<file path="src/hw/rtl/bic_pkg.sv">
// shared types, register offsets, command and trigger codes of the interrupt controller
// no dependencies
`timescale 1ns / 1ps

package bic_pkg;

    // default geometry
    localparam int BIC_NUM_BANKS        = 3;
    localparam int BIC_SOURCES_PER_BANK = 32;

    // field widths
    localparam int BIC_SRC_W  = 7;
    localparam int BIC_DATA_W = 32;
    localparam int BIC_TYPE_W = 3;

    // commands, carried in tuser
    localparam logic [1:0] BIC_CMD_SAMPLE = 2'd0;
    localparam logic [1:0] BIC_CMD_READ   = 2'd1;
    localparam logic [1:0] BIC_CMD_WRITE  = 2'd2;

    // first bank with the relocated soft set / soft clear registers
    localparam logic [1:0] BIC_HI_BANK_FIRST = 2'd2;

    // register offsets within a bank
    localparam logic [5:0] BIC_OFF_MASK    = 6'h00;
    localparam logic [5:0] BIC_OFF_RAW     = 6'h04;
    localparam logic [5:0] BIC_OFF_CLR     = 6'h08;
    localparam logic [5:0] BIC_OFF_MSTAT   = 6'h0c;
    localparam logic [5:0] BIC_OFF_TYPE0   = 6'h10;
    localparam logic [5:0] BIC_OFF_TYPE1   = 6'h14;
    localparam logic [5:0] BIC_OFF_TYPE2   = 6'h18;
    localparam logic [5:0] BIC_OFF_TYPE3   = 6'h1c;
    localparam logic [5:0] BIC_OFF_SEL     = 6'h28;
    localparam logic [5:0] BIC_OFF_SSET_LO = 6'h30;
    localparam logic [5:0] BIC_OFF_SCLR_LO = 6'h34;
    localparam logic [5:0] BIC_OFF_SSET_HI = 6'h24;
    localparam logic [5:0] BIC_OFF_SCLR_HI = 6'h28;

    // trigger types
    localparam logic [2:0] BIC_TRIG_LEVEL_HIGH = 3'h0;
    localparam logic [2:0] BIC_TRIG_LEVEL_LOW  = 3'h1;
    localparam logic [2:0] BIC_TRIG_RISE       = 3'h4;
    localparam logic [2:0] BIC_TRIG_FALL       = 3'h5;
    localparam logic [2:0] BIC_TRIG_BOTH       = 3'h6;

    // result of the pending source search
    typedef struct packed {
        logic                 found;
        logic [BIC_SRC_W-1:0] src;
    } t_next;

    // does one source latch pending on this sample
    function automatic logic trig_hit(input logic [2:0] kind, input logic lvl,
                                      input logic prv);
        logic hit;
        case (kind)
            BIC_TRIG_LEVEL_HIGH: hit = lvl;
            BIC_TRIG_LEVEL_LOW:  hit = !lvl;
            BIC_TRIG_RISE:       hit = lvl & !prv;
            BIC_TRIG_FALL:       hit = prv & !lvl;
            BIC_TRIG_BOTH:       hit = lvl ^ prv;
            default:             hit = 1'b0;
        endcase
        return hit;
    endfunction

endpackage

</file>
<file path="src/hw/rtl/bic_prio_enc.sv">
// lowest-numbered active source search over all banks
// depends on bic_pkg
`timescale 1ns / 1ps

module bic_prio_enc
    import bic_pkg::*;
#(
    parameter int NUM_BANKS        = BIC_NUM_BANKS,
    parameter int SOURCES_PER_BANK = BIC_SOURCES_PER_BANK
) (
    input  logic [NUM_BANKS*SOURCES_PER_BANK-1:0] i_active,
    output t_next                                 o_next
);

    localparam int PosW = $clog2(SOURCES_PER_BANK);

    logic [NUM_BANKS-1:0] bank_any;
    logic [PosW-1:0]      bank_pos [NUM_BANKS];

    // lowest set bit inside each bank
    always_comb begin
        for (int b = 0; b < NUM_BANKS; b++) begin
            bank_any[b] = 1'b0;
            bank_pos[b] = '0;
            for (int i = SOURCES_PER_BANK - 1; i >= 0; i--) begin
                if (i_active[b*SOURCES_PER_BANK + i]) begin
                    bank_any[b] = 1'b1;
                    bank_pos[b] = PosW'(i);
                end
            end
        end
    end

    // lowest bank with anything active
    always_comb begin
        o_next = '0;
        for (int b = NUM_BANKS - 1; b >= 0; b--) begin
            if (bank_any[b]) begin
                o_next.found = 1'b1;
                o_next.src   = BIC_SRC_W'(b*SOURCES_PER_BANK) + BIC_SRC_W'(bank_pos[b]);
            end
        end
    end

endmodule

</file>
<file path="src/hw/rtl/banked_interrupt_controller.sv">
// top level of the banked interrupt controller: register file, sampling and result stage
// depends on bic_pkg and bic_prio_enc
`timescale 1ns / 1ps

// Banked interrupt controller. Each transaction on the slave stream either samples one
// bank's source lines (tuser = 0), reads a bank register (1) or writes one (2); every
// transaction yields exactly one result on the master stream carrying the read data,
// a bad-access flag and the lowest pending unmasked source after the transaction took
// effect. One transaction is accepted per clock while s_axis_tready is high; the bank
// registers and the search stage update at the accepting edge, and the priority search
// over the updated pending bits is captured in the output register as that stage advances.
// While a result waits in the output register a further transaction is still taken;
// only when both the search stage and the output register are full does s_axis_tready
// drop. Reset clears all masks, pending bits, previous levels, selects and trigger types.
module banked_interrupt_controller
    import bic_pkg::*;
#(
    parameter int NUM_BANKS        = BIC_NUM_BANKS,
    parameter int SOURCES_PER_BANK = BIC_SOURCES_PER_BANK
) (
    input  logic        i_clk,
    input  logic        i_rst_n,
    // slave stream
    input  logic        s_axis_tvalid,
    output logic        s_axis_tready,
    input  logic [71:0] s_axis_tdata,  // bank[1:0], reg_offset[7:2], write_data[39:8],
                                       // line_levels[71:40]
    input  logic [1:0]  s_axis_tuser,  // cmd[1:0]
    // master stream
    output logic        m_axis_tvalid,
    input  logic        m_axis_tready,
    output logic [47:0] m_axis_tdata   // read_data[31:0], irq_request[32],
                                       // next_source[39:33], next_valid[40],
                                       // bad_access[41], zero[47:42]
);

    localparam int BankIdxW = (NUM_BANKS > 1) ? $clog2(NUM_BANKS) : 1;
    localparam int TypeRowW = SOURCES_PER_BANK * BIC_TYPE_W;
    localparam int TotalSrc = NUM_BANKS * SOURCES_PER_BANK;

    // bank state
    logic [SOURCES_PER_BANK-1:0] r_mask [NUM_BANKS];
    logic [SOURCES_PER_BANK-1:0] r_hw   [NUM_BANKS];
    logic [SOURCES_PER_BANK-1:0] r_soft [NUM_BANKS];
    logic [SOURCES_PER_BANK-1:0] r_prev [NUM_BANKS];
    logic [SOURCES_PER_BANK-1:0] r_sel  [NUM_BANKS];
    logic [TypeRowW-1:0]         r_type [NUM_BANKS];
    logic [SOURCES_PER_BANK-1:0] n_mask [NUM_BANKS];
    logic [SOURCES_PER_BANK-1:0] n_hw   [NUM_BANKS];
    logic [SOURCES_PER_BANK-1:0] n_soft [NUM_BANKS];
    logic [SOURCES_PER_BANK-1:0] n_prev [NUM_BANKS];
    logic [SOURCES_PER_BANK-1:0] n_sel  [NUM_BANKS];
    logic [TypeRowW-1:0]         n_type [NUM_BANKS];

    // search stage and output register
    logic        r_a_valid, n_a_valid;
    logic [31:0] r_a_rd;
    logic        r_a_bad;
    logic        r_out_valid, n_out_valid;
    logic [47:0] r_out_data;

    // unpacked transaction
    logic                        in_acc;
    logic [1:0]                  cmd;
    logic [1:0]                  bank;
    logic [5:0]                  off;
    logic [31:0]                 wd;
    logic [31:0]                 lv;
    logic [2:0]                  bank_ext;
    logic [BankIdxW-1:0]         idx;
    logic                        bank_ok;
    logic                        hi;
    logic [SOURCES_PER_BANK-1:0] wd_m;
    logic [SOURCES_PER_BANK-1:0] lv_m;
    logic [31:0]                 wd_m32;
    logic [1:0]                  word_sel;

    // selected bank view
    logic [SOURCES_PER_BANK-1:0] cur_mask, cur_hw, cur_soft, cur_prev, cur_sel;
    logic [TypeRowW-1:0]         cur_type;
    logic [31:0]                 type_rd;
    logic [TypeRowW-1:0]         type_wr;
    logic [SOURCES_PER_BANK-1:0] hit;

    // decode
    logic        known;
    logic [31:0] rd;
    logic        we_mask, we_clr, we_type, we_sel, we_sset, we_sclr;
    logic        is_bus, do_write, do_sample;
    logic        bad;
    logic [31:0] rd_out;

    logic [TotalSrc-1:0] active;
    t_next               next_res;
    logic                out_adv, a_adv;

    // handshake
    assign out_adv       = !r_out_valid || m_axis_tready;
    assign a_adv         = r_a_valid && out_adv;
    assign s_axis_tready = !r_a_valid || out_adv;
    assign in_acc        = s_axis_tvalid && s_axis_tready;
    assign m_axis_tvalid = r_out_valid;
    assign m_axis_tdata  = r_out_data;

    // field split
    assign cmd      = s_axis_tuser;
    assign bank     = s_axis_tdata[1:0];
    assign off      = s_axis_tdata[7:2];
    assign wd       = s_axis_tdata[39:8];
    assign lv       = s_axis_tdata[71:40];
    assign bank_ext = {1'b0, bank};
    assign idx      = bank_ext[BankIdxW-1:0];
    assign bank_ok  = {2'b00, bank} < 4'(NUM_BANKS);
    assign hi       = bank >= BIC_HI_BANK_FIRST;
    assign wd_m     = wd[SOURCES_PER_BANK-1:0];
    assign lv_m     = lv[SOURCES_PER_BANK-1:0];
    assign wd_m32   = 32'(wd_m);
    assign word_sel = off[3:2];

    assign cur_mask = r_mask[idx];
    assign cur_hw   = r_hw[idx];
    assign cur_soft = r_soft[idx];
    assign cur_prev = r_prev[idx];
    assign cur_sel  = r_sel[idx];
    assign cur_type = r_type[idx];

    // trigger-type word read: eight nibbles from the selected word
    always_comb begin
        type_rd = '0;
        for (int w = 0; w < 4; w++) begin
            for (int k = 0; k < 8; k++) begin
                if (word_sel == 2'(w) && (w*8 + k) < SOURCES_PER_BANK) begin
                    type_rd[4*k +: BIC_TYPE_W] = cur_type[(w*8 + k)*BIC_TYPE_W +: BIC_TYPE_W];
                end
            end
        end
    end

    // trigger-type word write: replace the eight sources of the selected word
    always_comb begin
        type_wr = cur_type;
        for (int s = 0; s < SOURCES_PER_BANK; s++) begin
            if (word_sel == 2'(s >> 3)) begin
                type_wr[s*BIC_TYPE_W +: BIC_TYPE_W] = wd_m32[4*(s & 7) +: BIC_TYPE_W];
            end
        end
    end

    // per-source trigger evaluation
    always_comb begin
        for (int i = 0; i < SOURCES_PER_BANK; i++) begin
            hit[i] = trig_hit(cur_type[i*BIC_TYPE_W +: BIC_TYPE_W], lv_m[i], cur_prev[i]);
        end
    end

    // register decode
    always_comb begin
        rd      = '0;
        known   = 1'b1;
        we_mask = 1'b0;
        we_clr  = 1'b0;
        we_type = 1'b0;
        we_sel  = 1'b0;
        we_sset = 1'b0;
        we_sclr = 1'b0;
        if (off[1:0] != 2'b00) begin
            known = 1'b0;
        end else if (off == (hi ? BIC_OFF_SSET_HI : BIC_OFF_SSET_LO)) begin
            rd      = 32'(cur_soft);
            we_sset = 1'b1;
        end else if (off == (hi ? BIC_OFF_SCLR_HI : BIC_OFF_SCLR_LO)) begin
            we_sclr = 1'b1;
        end else begin
            case (off)
                BIC_OFF_MASK: begin
                    rd      = 32'(cur_mask);
                    we_mask = 1'b1;
                end
                BIC_OFF_RAW: begin
                    rd = 32'(cur_hw | cur_soft);
                end
                BIC_OFF_CLR: begin
                    we_clr = 1'b1;
                end
                BIC_OFF_MSTAT: begin
                    rd = 32'((cur_hw | cur_soft) & cur_mask);
                end
                BIC_OFF_TYPE0, BIC_OFF_TYPE1, BIC_OFF_TYPE2, BIC_OFF_TYPE3: begin
                    rd      = type_rd;
                    we_type = 1'b1;
                end
                BIC_OFF_SEL: begin
                    // upper banks map soft clear here, so select is unreachable
                    if (hi) begin
                        known = 1'b0;
                    end else begin
                        rd     = 32'(cur_sel);
                        we_sel = 1'b1;
                    end
                end
                default: begin
                    known = 1'b0;
                end
            endcase
        end
    end

    assign is_bus    = (cmd == BIC_CMD_READ) || (cmd == BIC_CMD_WRITE);
    assign bad       = is_bus && (!bank_ok || !known);
    assign rd_out    = (cmd == BIC_CMD_READ && bank_ok && known) ? rd : 32'd0;
    assign do_write  = in_acc && (cmd == BIC_CMD_WRITE) && bank_ok && known;
    assign do_sample = in_acc && (cmd == BIC_CMD_SAMPLE) && bank_ok;

    // next bank state
    always_comb begin
        n_mask = r_mask;
        n_hw   = r_hw;
        n_soft = r_soft;
        n_prev = r_prev;
        n_sel  = r_sel;
        n_type = r_type;
        if (do_sample) begin
            n_hw[idx]   = cur_hw | hit;
            n_prev[idx] = lv_m;
        end
        if (do_write) begin
            if (we_mask) begin
                n_mask[idx] = wd_m;
            end
            if (we_clr) begin
                n_hw[idx] = cur_hw & ~wd_m;
            end
            if (we_type) begin
                n_type[idx] = type_wr;
            end
            if (we_sel) begin
                n_sel[idx] = wd_m;
            end
            if (we_sset) begin
                n_soft[idx] = cur_soft | wd_m;
            end
            if (we_sclr) begin
                n_soft[idx] = cur_soft & ~wd_m;
            end
        end
    end

    always_ff @(posedge i_clk) begin
        if (!i_rst_n) begin
            for (int b = 0; b < NUM_BANKS; b++) begin
                r_mask[b] <= '0;
                r_hw[b]   <= '0;
                r_soft[b] <= '0;
                r_prev[b] <= '0;
                r_sel[b]  <= '0;
                r_type[b] <= '0;
            end
        end else begin
            r_mask <= n_mask;
            r_hw   <= n_hw;
            r_soft <= n_soft;
            r_prev <= n_prev;
            r_sel  <= n_sel;
            r_type <= n_type;
        end
    end

    // active sources from the updated state
    always_comb begin
        for (int b = 0; b < NUM_BANKS; b++) begin
            active[b*SOURCES_PER_BANK +: SOURCES_PER_BANK] = (r_hw[b] | r_soft[b]) & r_mask[b];
        end
    end

    bic_prio_enc #(
        .NUM_BANKS        (NUM_BANKS),
        .SOURCES_PER_BANK (SOURCES_PER_BANK)
    ) u_prio_enc (
        .i_active (active),
        .o_next   (next_res)
    );

    // stage valids
    always_comb begin
        n_a_valid = r_a_valid;
        if (in_acc) begin
            n_a_valid = 1'b1;
        end else if (a_adv) begin
            n_a_valid = 1'b0;
        end
        n_out_valid = r_out_valid;
        if (a_adv) begin
            n_out_valid = 1'b1;
        end else if (m_axis_tready) begin
            n_out_valid = 1'b0;
        end
    end

    always_ff @(posedge i_clk) begin
        if (!i_rst_n) begin
            r_a_valid   <= 1'b0;
            r_out_valid <= 1'b0;
        end else begin
            r_a_valid   <= n_a_valid;
            r_out_valid <= n_out_valid;
        end
    end

    // payload of the search stage and the output register
    always_ff @(posedge i_clk) begin
        if (in_acc) begin
            r_a_rd  <= rd_out;
            r_a_bad <= bad;
        end
        if (a_adv) begin
            r_out_data <= {6'b0, r_a_bad, next_res.found, next_res.src, next_res.found, r_a_rd};
        end
    end

endmodule

</file>
<file path="config.mk">
export PLATFORM = sky130hd
export DESIGN_NAME = banked_interrupt_controller
export DESIGN_NICKNAME = d
export VERILOG_FILES = /design/src/hw/rtl/bic_pkg.sv /design/src/hw/rtl/bic_prio_enc.sv /design/src/hw/rtl/banked_interrupt_controller.sv
export SDC_FILE = /design/constraint.sdc
export NUM_CORES = 2
export LEC_CHECK = 0
export ABC_AREA = 1
export BUFFER_PORTS_ARGS = -buffer_cell sky130_fd_sc_hd__buf_4
export CAP_MARGIN = 15
export CORE_MARGIN = 10
export CORE_UTILIZATION = 37
export DETAILED_ROUTE_END_ITERATION = 6
export GPL_ROUTABILITY_DRIVEN = 0
export PLACE_DENSITY = 0.54
export SYNTH_ARGS = -nofsm -noshare
export SYNTH_HDL_FRONTEND = slang
export SYNTH_SLANG_ARGS = --single-unit
</file>
<file path="constraint.sdc">
create_clock -name i_clk -period 4.75 [get_ports i_clk]
set_input_delay 0.475 -clock i_clk [delete_from_list [all_inputs] [get_ports i_clk]]
set_output_delay 0.475 -clock i_clk [all_outputs]
set_load 0.01 [all_outputs]
</file>
==> run metrics <==
status=completed; via-per-instance ratio=5.89; critical path's slowest cell=o21ai_0; Min-Delay Path Depth=3; final clock period utilization by the worst path=83.6%; number of buffers created by CTS=93; RSZ-0062 raised after global routing=no; worst hold slack=90.4 ps; worst setup path category=register to register; initial core utilization=37.2%; antenna violations before repair=5; power per cell area=331 nW/µm²; Clk Tree Root Cell=clkbuf_16; layout net count=5975; crit path max fanout=4; synthesis-to-layout area growth=14.5%; proportion of layout cells with a drive suffix above 1=8.91%; critical register-to-register path startpoint=r_soft[92]$_SDFFE_PN0P_; final sum of negative setup slack=0 ps; fillcell total=11579; Core Area=112000 µm²; critical path buffer and inverter count=3; routed vias=43610; path category of the worst min-delay check=primary input to register; sequential area share after synthesis=40.7%; first-pass GRT wire length=273000 µm; data arrival time of the critical path=4520 ps; reported leakage power=17.8 nW; number of endpoints failing setup at the final stage=0; worst reg2reg path depth=14; Remaining DRCs=0; cts-stage hold buffer count=0; Seq cells post-synth=812; Fmax=0.252 GHz; Multi-input gate area=20300 µm²; insertion delay to the later sink of the worst-skew pair=710 ps; type of element capturing the critical path=register; largest buffer count on any clock path=3; Routed wire per std cell=25.5 µm; number of flops mapped to enable cells by yosys=74; count of boundary I/O pins=128; Top FF cell, synth=dfxtp_1; total die area=127000 µm²; Startpoint Class=register; number of input and output port buffers inserted=121; synthesized area per cell=7.11 µm²; capture instance of the worst register-to-register path=m_axis_tdata[35]$_DFFE_PP_; number of max-cap violations=0; Slew Limit Headroom=5.56%; Max rail drop VDD=0.274 mV; worst min-delay path startpoint=s_axis_tvalid; worst setup slack for register-to-register paths=780 ps; vias in the first global route=39239; vertical die dimension=356 µm; buffer count from post-CTS setup fixing=0; Final Skew=32.4 ps; worst endpoint required time=5300 ps; family of cells with the greatest summed delay on the critical path=simple AND/OR/NAND/NOR gates; level count of the clock H-tree=3; total count of max-transition violations in the final report=0; number of gates resized after CTS=0; residual overflow from global routing=0; Slew @ Worst Pin=1420 ps; post-route minimum period=3970 ps; pin count of the biggest net entering global routing=204; Reg area=17000 µm²; WL final=189000 µm; clock transition at the registers of the reported paths=60 ps; Gate Count Post-Synth=5878; proportion of synthesized flip-flops having asynchronous set or reset=0%; floorplan row count=123; clock sinks=812; netlist area before placement=41800 µm²; TritonCTS clock tree=yes; ordered list of cells on the worst path=o21ai_0 -> nand2_1 -> nor2_1 -> inv_1 -> nor4_1 -> nand2_1 -> nor2_1 -> inv_1 -> nor2_1 -> nand2_1 -> nor2_1 -> nand2_1 -> o311ai_0 -> buf_4; delay of the slowest cell on the worst path=480 ps; first drt pass iteration count=6; horizontal extent of the die=356 µm; warnings from Yosys=0; count of unique library cells instantiated by Yosys=49; detailed-placement wirelength estimate=125000 µm; worst hold path endpoint=r_a_valid$_SDFFE_PN0P_; final hold violation count=0; global-route total usage across every layer=28.5%; count of routing violations after the opening detailed-route iteration=6121; antenna violation net count after detailed routing=0
flip-flops by register name (all words and copies together), names as in the netlist:
signal / count
r_prev: 96
r_hw: 96
r_mask: 96
r_sel: 64
r_a_bad: 1
r_a_valid: 1
m_axis_tvalid: 1
r_a_rd: 32
r_soft: 96
r_type: 288
m_axis_tdata: 41
worst max-delay path by stage:
stage                             from                    endpoint  slack, ps  cells after the start
2_1_floorplan          s_axis_tdata[1]         r_hw[47]$_SDFF_PN0_       1200                     20
3_3_place_gp           s_axis_tdata[0]    r_a_rd[29]$_SDFFCE_PP0P_        700                     13
3_5_place_dp           s_axis_tdata[0]    r_a_rd[29]$_SDFFCE_PP0P_        710                     13
4_1_cts        r_soft[92]$_SDFFE_PN0P_  m_axis_tdata[35]$_DFFE_PP_        870                     14
5_1_grt        r_soft[92]$_SDFFE_PN0P_  m_axis_tdata[35]$_DFFE_PP_        560                     14
6_report       r_soft[92]$_SDFFE_PN0P_  m_axis_tdata[35]$_DFFE_PP_        780                     14
worst min-delay path: stages:
cell and delay [ps]:
buf_4 80, nand2_1 70, a21oi_1 120
cell usage after synthesis (21+ instances only):
| cell | number | area [µm²] |
|---|---|---|
| a211oi_1 | 25 | 188 |
| o211ai_1 | 21 | 158 |
| ha_1 | 67 | 838 |
| o22ai_1 | 49 | 307 |
| nor2_1 | 280 | 1050 |
| nand2_1 | 946 | 3550 |
| o21ai_0 | 795 | 3980 |
| buf_1 | 32 | 120 |
| dfxtp_1 | 738 | 14800 |
| o41ai_1 | 22 | 193 |
| a31oi_1 | 22 | 138 |
| o221ai_1 | 59 | 517 |
| a22oi_1 | 119 | 893 |
| clkbuf_1 | 333 | 1250 |
| a221oi_1 | 117 | 1020 |
| edfxtp_1 | 74 | 2220 |
| nand3_1 | 279 | 1400 |
| inv_1 | 708 | 2660 |
| buf_2 | 81 | 405 |
| o21a_1 | 83 | 623 |
| a21oi_1 | 854 | 4270 |
cells in the final DEF, fill, tap and decap left out, types with 17 or more instances in the layout:
master,netlist,routed
a211oi_1,25,25
a21oi_1,854,853
a221oi_1,117,117
a22oi_1,119,119
a31oi_1,22,22
and2_1,17,17
buf_12,0,30
buf_4,11,278
clkbuf_1,333,21
clkbuf_16,0,97
dfxtp_1,738,738
edfxtp_1,74,74
ha_1,67,67
inv_1,708,702
inv_2,16,20
nand2_1,946,943
nand3_1,279,277
nor2_1,280,274
o2111ai_1,18,18
o211ai_1,21,21
o21a_1,83,83
o21ai_0,795,794
o221ai_1,59,59
o22ai_1,49,49
o41ai_1,22,21
or2_2,18,18
layer usage:
metal / routed length, µm / vias to the layer above / share of wire, % / track usage [%]
met4: 11700 / 0 / 6.2 / 15.2
met3: 20100 / 503 / 11 / 5.82
met5: 0 / - / 0 / 0
li1: - / 19959 / - / -
met2: 78600 / 2517 / 42 / 41.9
met1: 78700 / 20631 / 42 / 38.7
layout make-up:
class	count	area share, %
well taps	1500	3.92
clock inverters	34	0.920
flip-flops and latches	812	35.5
clock buffers	134	5.70
diodes	3	0.0157
repair buffers	311	5.67
inverters	726	5.73
multi-input cells	3886	42.5
kinds of logic after synthesis:
group,Yosys count,synth area share (%)
buffers and inverters,1185,11.0
other,1,0.00897
AOI/OAI and AO/OA,2213,30.3
and+or+nand+nor,1593,15.8
DFF,812,40.7
muxes,7,0.168
adders and majority gates,67,2.01
power breakdown:
part           total, mW  internal [mW]  switching [mW]  leakage [nW]
clock network       7.64           4.52            3.13          1.57
logic               1.19          0.285           0.904          9.55
registers           7.00           6.97          0.0306          6.68
through the flow:
step	instances	worst slack [ps]	instance area [µm²]	power, mW	utilization, %
after floorplan	5883	1200	41800	7.71	-
after global placement	7233	698	44700	8.29	39.8
after detailed placement	7233	710	44700	8.29	39.8
after CTS	7401	867	47800	15.9	42.6
after global routing	7403	562	47800	16.2	42.6
final	7406	781	47800	15.8	42.6
Power figures use the tool's default switching activity.
